==> src/hdl/slt_pkg.sv <==
// Shared types and codes for the sorted lifetime timer queue.
`timescale 1ns / 1ps
`default_nettype none

package slt_pkg;

  localparam int unsigned TimeW  = 32;
  localparam int unsigned ResW   = 16;
  localparam int unsigned ReqW   = 2;
  localparam int unsigned CountW = 5;

  // Request codes
  typedef enum logic [ReqW-1:0] {
    REQ_INSERT = 2'd0,
    REQ_DELETE = 2'd1,
    REQ_EXPIRE = 2'd2
  } req_e;

  // One table entry
  typedef struct packed {
    logic [TimeW-1:0] lifetime;
    logic [ResW-1:0]  resource;
  } entry_t;

  // Compare unit results
  typedef struct packed {
    logic lt;
    logic eq;
  } cmp_t;

endpackage : slt_pkg

`default_nettype wire

==> src/hdl/slt_if.sv <==
// Request and response channel interfaces of the timer queue.
`timescale 1ns / 1ps
`default_nettype none

interface slt_req_if;
  logic                                valid;
  logic                                ready;
  logic [slt_pkg::ReqW-1:0]            req_type;
  logic [slt_pkg::TimeW-1:0]           time_value;
  logic [slt_pkg::ResW-1:0]            resource_id;

  modport source (output valid, req_type, time_value, resource_id, input ready);
  modport sink   (input valid, req_type, time_value, resource_id, output ready);
endinterface : slt_req_if

interface slt_rsp_if;
  logic                                valid;
  logic                                ready;
  logic                                removed_any;
  logic                                insert_rejected;
  logic [slt_pkg::TimeW-1:0]           earliest_time;
  logic [slt_pkg::CountW-1:0]          entry_count;

  modport source (output valid, removed_any, insert_rejected, earliest_time, entry_count,
                  input ready);
  modport sink   (input valid, removed_any, insert_rejected, earliest_time, entry_count,
                  output ready);
endinterface : slt_rsp_if

`default_nettype wire

==> src/hdl/slt_cmp.sv <==
// Shared lifetime comparator used by every table pass.
`timescale 1ns / 1ps
`default_nettype none

module slt_cmp (
  input  wire logic [slt_pkg::TimeW-1:0] a_i,
  input  wire logic [slt_pkg::TimeW-1:0] b_i,
  output slt_pkg::cmp_t                  res_o
);

  // Compare entry lifetime against the request key
  assign res_o.lt = (a_i < b_i);
  assign res_o.eq = (a_i == b_i);

endmodule : slt_cmp

`default_nettype wire

==> src/hdl/slt_table.sv <==
// Entry store: one write port, one read port with registered read data.
`timescale 1ns / 1ps
`default_nettype none

module slt_table #(
  parameter int unsigned Depth = 16,
  parameter int unsigned AddrW = 4
) (
  input  wire logic                 clk_i,
  input  wire logic                 we_i,
  input  wire logic [AddrW-1:0]     waddr_i,
  input  wire slt_pkg::entry_t      wdata_i,
  input  wire logic [AddrW-1:0]     raddr_i,
  output slt_pkg::entry_t           rdata_o
);

  slt_pkg::entry_t mem_q [Depth];
  slt_pkg::entry_t rdata_q;

  // Write one entry
  always_ff @(posedge clk_i) begin
    if (we_i) begin
      mem_q[waddr_i] <= wdata_i;
    end
  end

  // Register read data
  always_ff @(posedge clk_i) begin
    rdata_q <= mem_q[raddr_i];
  end

  assign rdata_o = rdata_q;

endmodule : slt_table

`default_nettype wire

==> src/hdl/sorted_lifetime_timer_queue.sv <==
// Top level: sequencer that walks the sorted entry table through one comparator.
//
//   channel | dir | words                                   | handshake
//   req_i   | in  | req_type, time_value, resource_id       | valid/ready
//   rsp_o   | out | removed_any, insert_rejected,           | valid/ready
//           |     | earliest_time, entry_count              |
//
// Each entry visited takes a table read, then a compare and write back.
// Insert walks down from the top held entry, shifting entries up until its slot is
// found; delete and expire walk every held entry; a full-table insert or an unused
// code goes straight to S_DONE.
// With one table read port and one shared comparator, entries are visited singly.
// Reset empties the table at once; no clearing pass is needed.
// A finished word waits in the output register while the next request runs.
`timescale 1ns / 1ps
`default_nettype none

module sorted_lifetime_timer_queue #(
  parameter int unsigned TABLE_DEPTH = 16
) (
  input  wire logic clk_i,
  input  wire logic rst_ni,
  slt_req_if.sink   req_i,
  slt_rsp_if.source rsp_o
);

  localparam int unsigned AddrW = (TABLE_DEPTH > 1) ? $clog2(TABLE_DEPTH) : 1;
  localparam int unsigned CntW  = $clog2(TABLE_DEPTH + 1);
  localparam int unsigned TimeW = slt_pkg::TimeW;

  typedef enum logic [3:0] {
    S_IDLE = 4'b0001,
    S_READ = 4'b0010,
    S_EVAL = 4'b0100,
    S_DONE = 4'b1000
  } state_e;

  state_e             state_q, state_d;
  slt_pkg::req_e      op_q, op_d;
  logic [TimeW-1:0]   key_q, key_d;
  logic [slt_pkg::ResW-1:0] rid_q, rid_d;
  logic [CntW-1:0]    idx_q, idx_d;
  logic [CntW-1:0]    wr_q, wr_d;
  logic [CntW-1:0]    count_q, count_d;
  logic [TimeW-1:0]   head_q, head_d;
  logic               removed_q, removed_d;
  logic               rejected_q, rejected_d;

  logic               rsp_valid_q, rsp_valid_d;
  logic               rsp_removed_q, rsp_rejected_q;
  logic [TimeW-1:0]   rsp_earliest_q;
  logic [slt_pkg::CountW-1:0] rsp_count_q;

  logic               tbl_we;
  logic [AddrW-1:0]   tbl_waddr;
  slt_pkg::entry_t    tbl_wdata;
  logic [AddrW-1:0]   tbl_raddr;
  slt_pkg::entry_t    tbl_rdata;
  slt_pkg::entry_t    new_entry;
  slt_pkg::cmp_t      cmp;
  logic [CntW-1:0]    idx_m1;
  logic [CntW-1:0]    count_p1;
  logic [CntW+slt_pkg::CountW-1:0] count_ext;
  logic               rsp_load;
  logic               req_fire;

  slt_table #(
    .Depth (TABLE_DEPTH),
    .AddrW (AddrW)
  ) u_table (
    .clk_i   (clk_i),
    .we_i    (tbl_we),
    .waddr_i (tbl_waddr),
    .wdata_i (tbl_wdata),
    .raddr_i (tbl_raddr),
    .rdata_o (tbl_rdata)
  );

  slt_cmp u_cmp (
    .a_i   (tbl_rdata.lifetime),
    .b_i   (key_q),
    .res_o (cmp)
  );

  assign new_entry.lifetime = key_q;
  assign new_entry.resource = rid_q;
  assign idx_m1   = idx_q - 1'b1;
  assign count_p1 = count_q + 1'b1;
  assign req_fire = req_i.valid && req_i.ready;
  assign rsp_load = (state_q == S_DONE) && (!rsp_valid_q || rsp_o.ready);

  assign req_i.ready = (state_q == S_IDLE);

  // Sequence one request over the table
  always_comb begin
    state_d    = state_q;
    op_d       = op_q;
    key_d      = key_q;
    rid_d      = rid_q;
    idx_d      = idx_q;
    wr_d       = wr_q;
    count_d    = count_q;
    removed_d  = removed_q;
    rejected_d = rejected_q;
    tbl_we     = 1'b0;
    tbl_waddr  = '0;
    tbl_wdata  = new_entry;
    tbl_raddr  = '0;

    unique case (state_q)
      S_IDLE: begin
        if (req_fire) begin
          key_d      = req_i.time_value;
          rid_d      = req_i.resource_id;
          removed_d  = 1'b0;
          rejected_d = 1'b0;
          wr_d       = '0;
          unique case (req_i.req_type)
            slt_pkg::REQ_INSERT: begin
              op_d = slt_pkg::REQ_INSERT;
              idx_d = count_q;
              if (count_q == CntW'(TABLE_DEPTH)) begin
                rejected_d = 1'b1;
                state_d    = S_DONE;
              end else begin
                state_d = S_READ;
              end
            end
            slt_pkg::REQ_DELETE: begin
              op_d    = slt_pkg::REQ_DELETE;
              idx_d   = '0;
              state_d = S_READ;
            end
            slt_pkg::REQ_EXPIRE: begin
              op_d    = slt_pkg::REQ_EXPIRE;
              idx_d   = '0;
              state_d = S_READ;
            end
            default: begin
              state_d = S_DONE;
            end
          endcase
        end
      end

      S_READ: begin
        if (op_q == slt_pkg::REQ_INSERT) begin
          // Bottom of the table reached: place the new entry first
          if (idx_q == '0) begin
            tbl_we    = 1'b1;
            tbl_waddr = '0;
            tbl_wdata = new_entry;
            count_d   = count_p1;
            state_d   = S_DONE;
          end else begin
            tbl_raddr = idx_m1[AddrW-1:0];
            state_d   = S_EVAL;
          end
        end else begin
          // End of the held entries: commit the compacted count
          if (idx_q == count_q) begin
            count_d = wr_q;
            state_d = S_DONE;
          end else begin
            tbl_raddr = idx_q[AddrW-1:0];
            state_d   = S_EVAL;
          end
        end
      end

      S_EVAL: begin
        if (op_q == slt_pkg::REQ_INSERT) begin
          if (cmp.lt) begin
            // Smaller entry found below: new entry goes just above it
            tbl_we    = 1'b1;
            tbl_waddr = idx_q[AddrW-1:0];
            tbl_wdata = new_entry;
            count_d   = count_p1;
            state_d   = S_DONE;
          end else begin
            // Shift this entry up one slot
            tbl_we    = 1'b1;
            tbl_waddr = idx_q[AddrW-1:0];
            tbl_wdata = tbl_rdata;
            idx_d     = idx_m1;
            state_d   = S_READ;
          end
        end else begin
          if (cmp.eq || ((op_q == slt_pkg::REQ_EXPIRE) && cmp.lt)) begin
            removed_d = 1'b1;
          end else begin
            // Keep: copy down to the write pointer
            tbl_we    = 1'b1;
            tbl_waddr = wr_q[AddrW-1:0];
            tbl_wdata = tbl_rdata;
            wr_d      = wr_q + 1'b1;
          end
          idx_d   = idx_q + 1'b1;
          state_d = S_READ;
        end
      end

      S_DONE: begin
        if (rsp_load) begin
          state_d = S_IDLE;
        end
      end

      default: begin
        state_d = S_IDLE;
      end
    endcase
  end

  // Track the lifetime at the head of the table
  always_comb begin
    head_d = head_q;
    if (tbl_we && (tbl_waddr == '0)) begin
      head_d = tbl_wdata.lifetime;
    end
  end

  assign count_ext   = {{slt_pkg::CountW{1'b0}}, count_q};
  assign rsp_valid_d = rsp_load ? 1'b1 : (rsp_o.ready ? 1'b0 : rsp_valid_q);

  // Control state
  always_ff @(posedge clk_i or negedge rst_ni) begin
    if (!rst_ni) begin
      state_q     <= S_IDLE;
      count_q     <= '0;
      rsp_valid_q <= 1'b0;
    end else begin
      state_q     <= state_d;
      count_q     <= count_d;
      rsp_valid_q <= rsp_valid_d;
    end
  end

  // Request working registers
  always_ff @(posedge clk_i) begin
    op_q       <= op_d;
    key_q      <= key_d;
    rid_q      <= rid_d;
    idx_q      <= idx_d;
    wr_q       <= wr_d;
    head_q     <= head_d;
    removed_q  <= removed_d;
    rejected_q <= rejected_d;
  end

  // Hold the finished word until taken
  always_ff @(posedge clk_i) begin
    if (rsp_load) begin
      rsp_removed_q  <= removed_q;
      rsp_rejected_q <= rejected_q;
      rsp_earliest_q <= (count_q != '0) ? head_q : '0;
      rsp_count_q    <= count_ext[slt_pkg::CountW-1:0];
    end
  end

  assign rsp_o.valid           = rsp_valid_q;
  assign rsp_o.removed_any     = rsp_removed_q;
  assign rsp_o.insert_rejected = rsp_rejected_q;
  assign rsp_o.earliest_time   = rsp_earliest_q;
  assign rsp_o.entry_count     = rsp_count_q;

endmodule : sorted_lifetime_timer_queue

`default_nettype wire
==> src/flat_wrapper.sv <==
// flat-port wrapper written by rule: the top's interface ports become plain ports
module sorted_lifetime_timer_queue_flat 
#(
  parameter int unsigned TABLE_DEPTH = 16
)
  (clk_i, rst_ni, req_i_valid, req_i_req_type, req_i_time_value, req_i_resource_id, req_i_ready, rsp_o_valid, rsp_o_removed_any, rsp_o_insert_rejected, rsp_o_earliest_time, rsp_o_entry_count, rsp_o_ready);
  slt_req_if req_i_i ();
  slt_rsp_if rsp_o_i ();
  input  wire logic clk_i;
  input  wire logic rst_ni;
  input wire logic [$bits(req_i_i.valid)-1:0] req_i_valid;
  input wire logic [$bits(req_i_i.req_type)-1:0] req_i_req_type;
  input wire logic [$bits(req_i_i.time_value)-1:0] req_i_time_value;
  input wire logic [$bits(req_i_i.resource_id)-1:0] req_i_resource_id;
  output wire logic [$bits(req_i_i.ready)-1:0] req_i_ready;
  output wire logic [$bits(rsp_o_i.valid)-1:0] rsp_o_valid;
  output wire logic [$bits(rsp_o_i.removed_any)-1:0] rsp_o_removed_any;
  output wire logic [$bits(rsp_o_i.insert_rejected)-1:0] rsp_o_insert_rejected;
  output wire logic [$bits(rsp_o_i.earliest_time)-1:0] rsp_o_earliest_time;
  output wire logic [$bits(rsp_o_i.entry_count)-1:0] rsp_o_entry_count;
  input wire logic [$bits(rsp_o_i.ready)-1:0] rsp_o_ready;
  assign req_i_i.valid = req_i_valid;
  assign req_i_i.req_type = req_i_req_type;
  assign req_i_i.time_value = req_i_time_value;
  assign req_i_i.resource_id = req_i_resource_id;
  assign req_i_ready = req_i_i.ready;
  assign rsp_o_valid = rsp_o_i.valid;
  assign rsp_o_removed_any = rsp_o_i.removed_any;
  assign rsp_o_insert_rejected = rsp_o_i.insert_rejected;
  assign rsp_o_earliest_time = rsp_o_i.earliest_time;
  assign rsp_o_entry_count = rsp_o_i.entry_count;
  assign rsp_o_i.ready = rsp_o_ready;
  sorted_lifetime_timer_queue #(.TABLE_DEPTH(TABLE_DEPTH)) u_core (.clk_i(clk_i), .rst_ni(rst_ni), .req_i(req_i_i), .rsp_o(rsp_o_i));
endmodule
==> config.mk <==
export PLATFORM = sky130hd
export DESIGN_NAME = sorted_lifetime_timer_queue_flat
export DESIGN_NICKNAME = d
export VERILOG_FILES = /design/src/hdl/slt_pkg.sv /design/src/hdl/slt_if.sv /design/src/hdl/slt_cmp.sv /design/src/hdl/slt_table.sv /design/src/hdl/sorted_lifetime_timer_queue.sv /design/src/flat_wrapper.sv
export SDC_FILE = /design/constraint.sdc
export NUM_CORES = 1
export LEC_CHECK = 0
export ABC_AREA = 1
export BUFFER_PORTS_ARGS = -buffer_cell sky130_fd_sc_hd__buf_2
export CORE_MARGIN = 2
export CORE_UTILIZATION = 43
export CTS_BUF_LIST = sky130_fd_sc_hd__clkbuf_4 sky130_fd_sc_hd__clkbuf_8
export DETAILED_ROUTE_END_ITERATION = 8
export HOLD_SLACK_MARGIN = 0.08
export PLACE_DENSITY = 0.69
export SYNTH_ARGS = -nofsm -noshare
export SYNTH_HDL_FRONTEND = slang
export SYNTH_SLANG_ARGS = --single-unit
==> constraint.sdc <==
create_clock -name clk_i -period 3.9 [get_ports clk_i]
set_input_delay 0.195 -clock clk_i [delete_from_list [all_inputs] [get_ports clk_i]]
set_output_delay 0.195 -clock clk_i [all_outputs]
set_load 0.01 [all_outputs]
; Yosys cells after proc, flatten, opt, wreduce, memory -nomap -nowiden
; Memories as Yosys holds them, arrays and structs flattened. A register that Yosys moved wholly into a read port is not among the register bits.
; Index checks and enable logic that the tools add are counted.
[totals]
reg_bits = 143
mem_bits_rw = 768
output_inout_bits = 41
elab_cells = 117
memories = 1
[classes]
n_addsub = 4
order_cmp = 1
eq_ne = 21
mux = 51
reduce_logical = 24
[mem_list]
columns = name, words, word_bits, read_ports, rd_clocked_by_memory_dff, wr, line_no
row1 = u_core.u_table.mem_q, 16, 48, 1, 1, 1, slt_table.sv:17  ; slt_pkg::entry_t mem_q [Depth];
[op_table]
columns = op, n
row1 = $mux 48, 4
row2 = $mux 4, 15
row3 = $mux 5, 11
row4 = $pmux 5 s2, 4
row5 = $eq 32x32->1, 1
row6 = $lt 32x32->1, 1
row7 = $pmux 4 s4, 1
row8 = $add 5x1->5 const B, 3
row9 = $mux 1, 12
row10 = $reduce_and 4->1, 3
row11 = $ne 3x3->1 const B, 3
row12 = $ne 2x1->1 const B, 4
row13 = $pmux 4 s2, 1
row14 = $ne 2x2->1 const B, 3
row15 = $pmux 2 s3, 1
row16 = $reduce_bool 2->1, 3
row17 = $eq 5x5->1, 1
row18 = $eq 5x5->1 const B, 1
row19 = $logic_not 5->1, 1
row20 = $reduce_and 5->1, 1
row21 = $reduce_bool 5->1, 1
row22 = $sub 5x1->5 const B, 1
row23 = $eq 2x2->1 const B, 2
row24 = $eq 4x1->1 const B, 1
row25 = 15 further kinds, 22

; Logic depth before layout (Yosys ltp)
; Gate-level depths: netlist of the first run.
[logic_depth]
word_depth = 8
ltp_mapped = 19
depth_no_buf = 19

; By module
; A second synthesis of the first run with hierarchy kept.
[unflattened]
cells_unflattened = 3936
area_unflattened_um2 = 41295.9
[by_module_without_submodules]
columns = mod, n_inst, cells_each, area_per_inst_um2
row1 = slt_table, 1, 3165, 33988.8
row2 = sorted_lifetime_timer_queue, 1, 631, 6442.4
row3 = slt_cmp, 1, 140, 864.6

; Worst setup path before layout of the first run
; Ideal clock, no wire load.
[synth_path]
path_kind = reg2reg
from = reg u_core.state_q[0]
to = reg u_core.idx_q[0], enable pin
setup_time_ps = 309
arrival_ps = 3228
required_ps = 3591
path_slack_ps = 362
path_stages_with_launch = 9
path_cell_list = dfstp_2 inv_1 nor3_1 inv_1 nor2_1 inv_1 nor2_1 o21ai_0 inv_1
[synth_between]
elab_chain_len = 4
word_cells_on_any_way = 8
classes_between = eq/ne: 5 / reduce/logical: 3
[synth_rtl]
columns = element, line_no
row1 = "start, declared", sorted_lifetime_timer_queue.sv:38  ; state_e state_q, state_d;
row2 = "start signal, assigned", sorted_lifetime_timer_queue.sv:233  ; state_q <= state_d;
row3 = $eq 4x1->1 *, sorted_lifetime_timer_queue.sv:92  ; assign req_i.ready = (state_q == S_IDLE);
row4 = via req_i_ready, flat_wrapper.sv:15  ; output wire logic [$bits(req_i_i.ready)-1:0] req_i_ready;
row5 = $logic_and 1x1->1, sorted_lifetime_timer_queue.sv:89  ; assign req_fire = req_i.valid && req_i.ready;
row6 = $ne 2x2->1 (no line), -
row7 = $reduce_and 4->1 (no line) *, -
row8 = "end signal, assigned", sorted_lifetime_timer_queue.sv:244  ; idx_q <= idx_d;
row9 = "end, declared", sorted_lifetime_timer_queue.sv:42  ; logic [CntW-1:0] idx_q, idx_d;
; The timed path passes the listed nets; every way through them passes the cells marked *.
; A chain may end at the register's enable or synchronous reset.

; Worst setup path after layout of the first run
[layout_path]
from = reg u_core.key_q[31]
to = mem u_core.u_table.mem_q[14][29] (netlist name), enable pin
[layout_between]
elab_chain_len = 8
word_cells_on_any_way = 12
classes_between = order compare: 1 / eq/ne: 1 / mux: 8 / reduce/logical: 2
[layout_rtl]
columns = element, line_no
row1 = "start, declared", sorted_lifetime_timer_queue.sv:40  ; logic [TimeW-1:0] key_q, key_d;
row2 = "start signal, assigned", sorted_lifetime_timer_queue.sv:242  ; key_q <= key_d;
row3 = $lt 32x32->1, slt_cmp.sv:12  ; assign res_o.lt = (a_i < b_i);
row4 = $logic_and 1x1->1, sorted_lifetime_timer_queue.sv:189  ; if (cmp.eq || ((op_q == slt_pkg::REQ_EXPIRE) && cmp.lt)) begin
row5 = $logic_or 1x1->1 *, sorted_lifetime_timer_queue.sv:189
row6 = $mux 1, sorted_lifetime_timer_queue.sv:189
row7 = $mux 1, sorted_lifetime_timer_queue.sv:172  ; if (op_q == slt_pkg::REQ_INSERT) begin
row8 = $pmux 1 s2, sorted_lifetime_timer_queue.sv:110  ; unique case (state_q)
row9 = $mux 1, slt_table.sv:22  ; if (we_i) begin
row10 = $mux 1 (implied by the code), slt_table.sv:23  ; mem_q[waddr_i] <= wdata_i;
row11 = "end, declared", slt_table.sv:17
; Every way passes the cells marked *; elsewhere a longest branch is shown, timed or not.

==> results.cfg, run 1 <==
[synth]
synth_area_um2 = 28900
postSynthAreaPerCell_um2 = 10.7
synth_top_area_share_pct = 62.0
yosys.area.top_type = edfxtp_1
yosys-top-cells-count = edfxtp_1, nand2_1, nand3_1
synth_cell_types = 38
yosysWarnings = 0
synth_ff_type = edfxtp_1
synthArstFlopShare_pct = 1.56
synthTopCellsByArea = edfxtp_1, nand3_1, nand2_1, nand3b_1, inv_1
yosysMostFrequentCell = edfxtp_1
syn-num-nets = 2800
yosysSeqAreaShare_pct = 65.1
ys_ff_latch = 639
synth_cells = 2705
synth_edf_count = 597

[status]
status = complete, no violations

[setup_path]
r2r_setup_slack_ns = 0.39
worstReg2RegStart = u_core.key_q[31]
arrival_ns = 3.88
crit_path_end = u_core.u_table.mem_q[14][29]
startpoint = u_core.key_q[31]
critPathMaxFanout = 20
r2r-end = u_core.u_table.mem_q[14][29]
startpoint_type = flip-flop
worstSetupPathType = flip-flop to flip-flop
critical_path_required_ns = 4.28
endpoint_kind = flip-flop
reg2reg_depth = 13

[sta]
worstMarginPinSlew_ns = 1.29
tns_ns = 0
drv_slew = 0
setup_viol = 0
grt_setup_unrepaired = no
hold_viol_final = 0
maxSlewHeadroom_pct = 13.9
period_minus_slack_ns = 3.51
fmax_mhz = 285
postLayoutSetupSlackWorst_ns = 0.394
finalCritPeriodShare_pct = 89.9
skew_ns = 0.0332

[layout]
area_delta_synth_final_pct = 14.0
seqCellArea_um2 = 18800
layout.nets = 2924
drive_above_1_share_pct = 11.5
multi_input_area_um2 = 8080
fill_cells = 5726
postLayoutCoreUtil_pct = 49.3
n_antenna_cell = 0

[grt]
overflow = 0
grt_usage_pct = 22.1
grt_pass1_wl_mm = 117
grt_max_degree = 193
grt_pass1_vias = 20100
antenna_found_initial = 0

[power]
total_leakage_power_nw = 13.4
sw_frac_of_total_pct = 34.0
p_per_area_nw_per_um2 = 617
p_clk_share_pct = 28.0
design_power_total_w = 0.0203
p_seq_share_pct = 45.8
p_int_w = 0.0134
switching_power_w = 0.00690
comb_power_share_pct = 26.3
peakVddDrop_uv = 503

[floorplanning]
die_h_um = 263
core_area_um2 = 66800
die_w_um = 263
ioPinCount = 95
die_area_um2 = 69300
num_rows = 95
start_util_pct = 43.3

[drt]
vias_per_cell = 5.48
vias = 20700
drc = 0
drt_wl_total_mm = 77.5
routedWlPerCell_um = 20.5
drt_iter0_drc = 2194
final_antenna_net_count = 0
firstDrtPassIters = 6

[flow_run]
cap_violations = 0

[clocking]
cts.sinks = 639
clkTransAtPathRegs_ns = 0.07
clk_path_buf_depth = 3
insertion_delay_ns = 0.70
h-tree-depth = 3
cts_buffers = 96
clockRootBuffer = clkbuf_8
cts_tree = built
post_cts_resized = 0

[placed_design]
place_congestion = 0.913
post-dp-hpwl_mm = 42.3
dp_slack_ns = 0.465
numPortBuffers = 78

[worst_hold_path]
hold_class = input port to flip-flop
==> repair_timing <==
item                                   CTS  global route
hold buffers                            40             0
setup buffers                            0             0
endpoints found under the hold margin   51             0
==> flip-flops by register name, indices dropped and copies added, names as in the netlist, 5 cells and up <==
register and cells:
u_core.rsp_o.entry_count 5, u_core.u_table.rdata_o 32, u_core.key_q 32, u_core.idx_q 5, u_core.u_table.mem_q 512, u_core.rsp_o.earliest_time 32, u_core.wr_q 5, u_core.count_q 5
==> routing by layer <==
metal	part of all wire [%]	vias to the layer above	wire, µm	global-route usage, %
li1	-	9466	-	-
met3	9.3	189	7220	3.11
met1	39	9904	30600	29.0
met5	0	-	0	0
met2	48	1117	36900	36.5
met4	3.6	0	2770	9.79
==> per-stage QoR <==
stage               hold WS, ns  std cells  cell area (µm²)
floorplan                -0.101       2705            28900
global placement         0.0641       3564            30500
detailed placement       0.0724       3564            30500
CTS                       0.185       3775            32900
global route              0.222       3775            32900
finish                    0.220       3775            32900
==> cells by family after synthesis <==
| family | Yosys count | share of synthesized area [%] |
|---|---|---|
| adders and majority gates | 41 | 1.78 |
| DFF | 639 | 65.1 |
| xor gates and xnor gates | 7 | 0.212 |
| buffers and inverters | 533 | 7.65 |
| AOI/OAI and AO/OA | 188 | 3.79 |
| and+or+nand+nor | 1297 | 21.4 |
==> power by group through the flow <==
stage / clock (W) / sequential, W / combinational [W]
2_1_floorplan: 0 / 0.00932 / 0.00336
3_3_place_gp: 0 / 0.00939 / 0.00505
3_5_place_dp: 0 / 0.00942 / 0.00523
4_1_cts: 0.00574 / 0.00928 / 0.00528
5_1_grt: 0.00602 / 0.00934 / 0.00582
6_report: 0.00568 / 0.00930 / 0.00534
==> worst max-delay path: stages (launching register included) <==
cell      delay [ns]
edfxtp_1        0.36
inv_1           0.08
ha_1            0.30
nand2_1         0.08
nor2_1          0.18
nand2_1         0.15
nor4_1          0.43
nand2_1         0.29
nand3_1         0.17
nand2_1         0.12
inv_1           0.10
nand2_1         0.22
nor2_4          0.42
buf_12          0.27
==> layout make-up <==
| class | count | share of cell area (%) |
|---|---|---|
| clock buffer | 137 | 5.16 |
| sequential | 639 | 57.1 |
| multi-input combinational | 1533 | 24.5 |
| clock inverter | 34 | 0.874 |
| inverter | 380 | 4.34 |
| tap | 873 | 3.32 |
| timing repair buffer | 179 | 4.63 |
==> worst min path at each step <==
stage                         startpoint                  to  slack [ns]  cells past startpoint
global placement                  rst_ni   u_core.count_q[2]        0.06                      1
floorplan                         rst_ni   u_core.count_q[0]       -0.10                      0
detailed placement                rst_ni  u_core.rsp_o.valid        0.07                      1
global route        req_i_time_value[11]    u_core.key_q[11]        0.22                      2
CTS                  req_i_time_value[7]     u_core.key_q[7]        0.18                      2
finish               req_i_time_value[7]     u_core.key_q[7]        0.22                      2
==> cell usage in the layout (no fill, tap or decap), types with 7 or more instances in the layout <==
cell / netlist / layout
ha_1: 41 / 41
o2bb2ai_1: 31 / 31
nand3b_1: 192 / 192
buf_12: 0 / 22
clkinv_2: 0 / 7
inv_1: 370 / 369
dlygate4sd3_1: 0 / 40
o21ai_1: 16 / 16
nand2_1: 567 / 565
a21oi_1: 89 / 87
dfxtp_1: 32 / 32
clkinv_1: 0 / 18
nand4_1: 10 / 10
nor2_1: 80 / 62
edfxtp_1: 597 / 597
o21ai_0: 35 / 35
dfrtp_1: 9 / 9
nand3_1: 437 / 437
clkbuf_4: 0 / 30
buf_2: 89 / 78
buf_4: 24 / 39
inv_2: 10 / 10
nor2_4: 0 / 18
clkbuf_8: 0 / 107
Power figures use the tool's default switching activity.
==> run 2, diff against run 1 <==
--- a/config.mk
+++ b/config.mk
@@ -13,6 +13,8 @@
 export DETAILED_ROUTE_END_ITERATION = 8
 export HOLD_SLACK_MARGIN = 0.08
 export PLACE_DENSITY = 0.69
+export RECOVER_POWER = 25
 export SYNTH_ARGS = -nofsm -noshare
 export SYNTH_HDL_FRONTEND = slang
 export SYNTH_SLANG_ARGS = --single-unit
+export TNS_END_PERCENT = 50
==> results.cfg, run 2 (synthesized netlist as in run 1, its figures left out) <==
[layout]
area_delta_synth_final_pct = 13.3
layout_commonest_cell = edfxtp_1
multi_input_area_um2 = 8030
largest_reg_flops = 512
layout_common_cells = edfxtp_1, nand2_1, nand3_1
seqCellArea_um2 = 18800
final_cells = 3775
largest_register = u_core.u_table.mem_q
layout.nets = 2924
drive_above_1_share_pct = 8.72
n_antenna_cell = 0
fill_cells = 5793

[drt]
drt_iter0_drc = 2228
drt_wl_total_mm = 77.6
routedWlPerCell_um = 20.5
firstDrtPassIters = 8
vias_per_cell = 5.48
final_antenna_net_count = 0
vias = 20700
drc = 0

[sta]
period_minus_slack_ns = 3.65
grt_setup_unrepaired = no
fmax_mhz = 274
tns_ns = 0
drv_slew = 41
setup_viol = 0
finalCritPeriodShare_pct = 93.6
worst_hold_slack_ns = 0.220
maxSlewHeadroom_pct = -18.6
postLayoutSetupSlackWorst_ns = 0.248
hold_viol_final = 0
worstMarginPinSlew_ns = 1.77
skew_ns = 0.0346

[grt]
overflow = 0
grt_pass1_wl_mm = 117
grtUsageMet3_pct = 3.11
grtUsageMet1_pct = 29.0
met2_usage_pct = 36.5
grt_max_degree = 193
grt_pass1_vias = 20100
antenna_found_initial = 0
grt_usage_pct = 22.1
busiest_layer = met2

[floorplanning]
die_h_um = 263
die_area_um2 = 69300
core_area_um2 = 66800
start_util_pct = 43.3
die_w_um = 263
num_rows = 95
ioPinCount = 95

[setup_path]
max_stage_delay_ns = 0.60
worstSetupPathType = flip-flop to flip-flop
arrival_ns = 4.25
critical_path_required_ns = 4.49
critPathMaxFanout = 54
endpoint_kind = flip-flop
cpMaxStageDelayCell = edfxtp_1
path_cells = inv_1 -> ha_1 -> nand2_1 -> nor2_1 -> nand2_1 -> nand3_1 -> nand2_8 -> nand2_8 -> inv_1 -> buf_6 -> nand2_1 -> nand2_1 -> nand2_1 -> nand3_1 -> nand3_1 -> nand2_1
crit_buf_inv = 3
startpoint_type = flip-flop
path_common_cell = nand2_1
cp_top_family = simple AND/OR/NAND/NOR gates

[power]
p_per_area_nw_per_um2 = 618
total_leakage_power_nw = 13.2
peakVddDrop_uv = 508

[clocking]
cts_buffers = 96
cts.sinks = 639
clkTransAtPathRegs_ns = 0.07
clockRootBuffer = clkbuf_8
post-cts-setup-buffers = 0
cts_tree = built
h-tree-depth = 3
insertion_delay_ns = 0.70
clk_path_buf_depth = 3

[flow_run]
cap_violations = 2

[status]
violations = max-capacitance violations, max-slew violations
status = finished, violations left

[placed_design]
dp_slack_ns = 0.465
place_congestion = 0.913
dp_cells = 3564
post-dp-hpwl_mm = 42.3
numPortBuffers = 78

[worst_hold_path]
hold_class = input port to flip-flop
==> run 2: cell types whose count changed in the layout (fill, tap and decap cells not counted), moves of 4 or more <==
cell and change:
clkbuf_2 +5, buf_2 -70, nor2_4 -4, nor2_1 +4
buf_4 -7, clkbuf_1 +72
==> run 2: final timing paths <==
check / to / cells after the start / slack, ns / from
max: u_core.u_table.rdata_o[40] / 16 / 0.25 / u_core.idx_q[0]
min: u_core.key_q[7] / 2 / 0.22 / req_i_time_value[7]
max reg2reg: u_core.u_table.rdata_o[40] / 16 / 0.25 / u_core.idx_q[0]
min reg2reg: u_core.rsp_o.insert_rejected / 0 / 0.42 / u_core.rejected_q
max in group asynchronous: u_core.count_q[1] / 4 / 2.45 / rst_ni
min in group asynchronous: u_core.state_q[0] / 3 / 0.57 / rst_ni
==> run 2: timing repair <==
| action | 4_1_cts | 5_1_grt |
|---|---|---|
| gates resized for setup | 0 | 0 |
| hold buffers | 40 | 0 |
| endpoints found under the hold margin | 51 | 0 |
==> run 2: cell type report <==
type	count	area share, %
timing repair buffer	179	4.22
inverter	380	4.36
sequential	639	57.5
multi-input combinational	1533	24.5
clock inverter	34	0.879
clock buffer	137	5.19
tap	873	3.34
==> run 2: metal layers <==
metal | vias up | wire length [µm]
li1 | 9466 | -
met1 | 9925 | 30800
met3 | 200 | 7090
met5 | - | 0
met4 | 0 | 2800
met2 | 1092 | 36900
==> run 2: worst register-to-register path, cell delays in order, from the launching register on <==
cell and delay (ns):
edfxtp_1 0.60, inv_1 0.16, ha_1 0.26, nand2_1 0.08, nor2_1 0.05, nand2_1 0.16, nand3_1 0.20, nand2_8 0.16
nand2_8 0.16, inv_1 0.52, buf_6 0.57, nand2_1 0.14, nand2_1 0.09, nand2_1 0.05, nand3_1 0.09, nand3_1 0.10
nand2_1 0.17
==> run 2: where the power goes <==
group          switching, W  leakage [nW]  internal, W  total [W]
clock               0.00254          1.04      0.00313    0.00567
combinational       0.00398          6.33      0.00127    0.00525
sequential         0.000347          5.84      0.00896    0.00931
==> run 2: through the flow <==
stage	total power (W)	utilization [%]	cell area, µm²
after global routing	0.0211	49.0	32700
final	0.0202	49.0	32700
after global placement	0.0144	45.7	30500
after CTS	0.0203	49.3	32900
after floorplan	0.0127	-	28900
after detailed placement	0.0146	45.7	30500
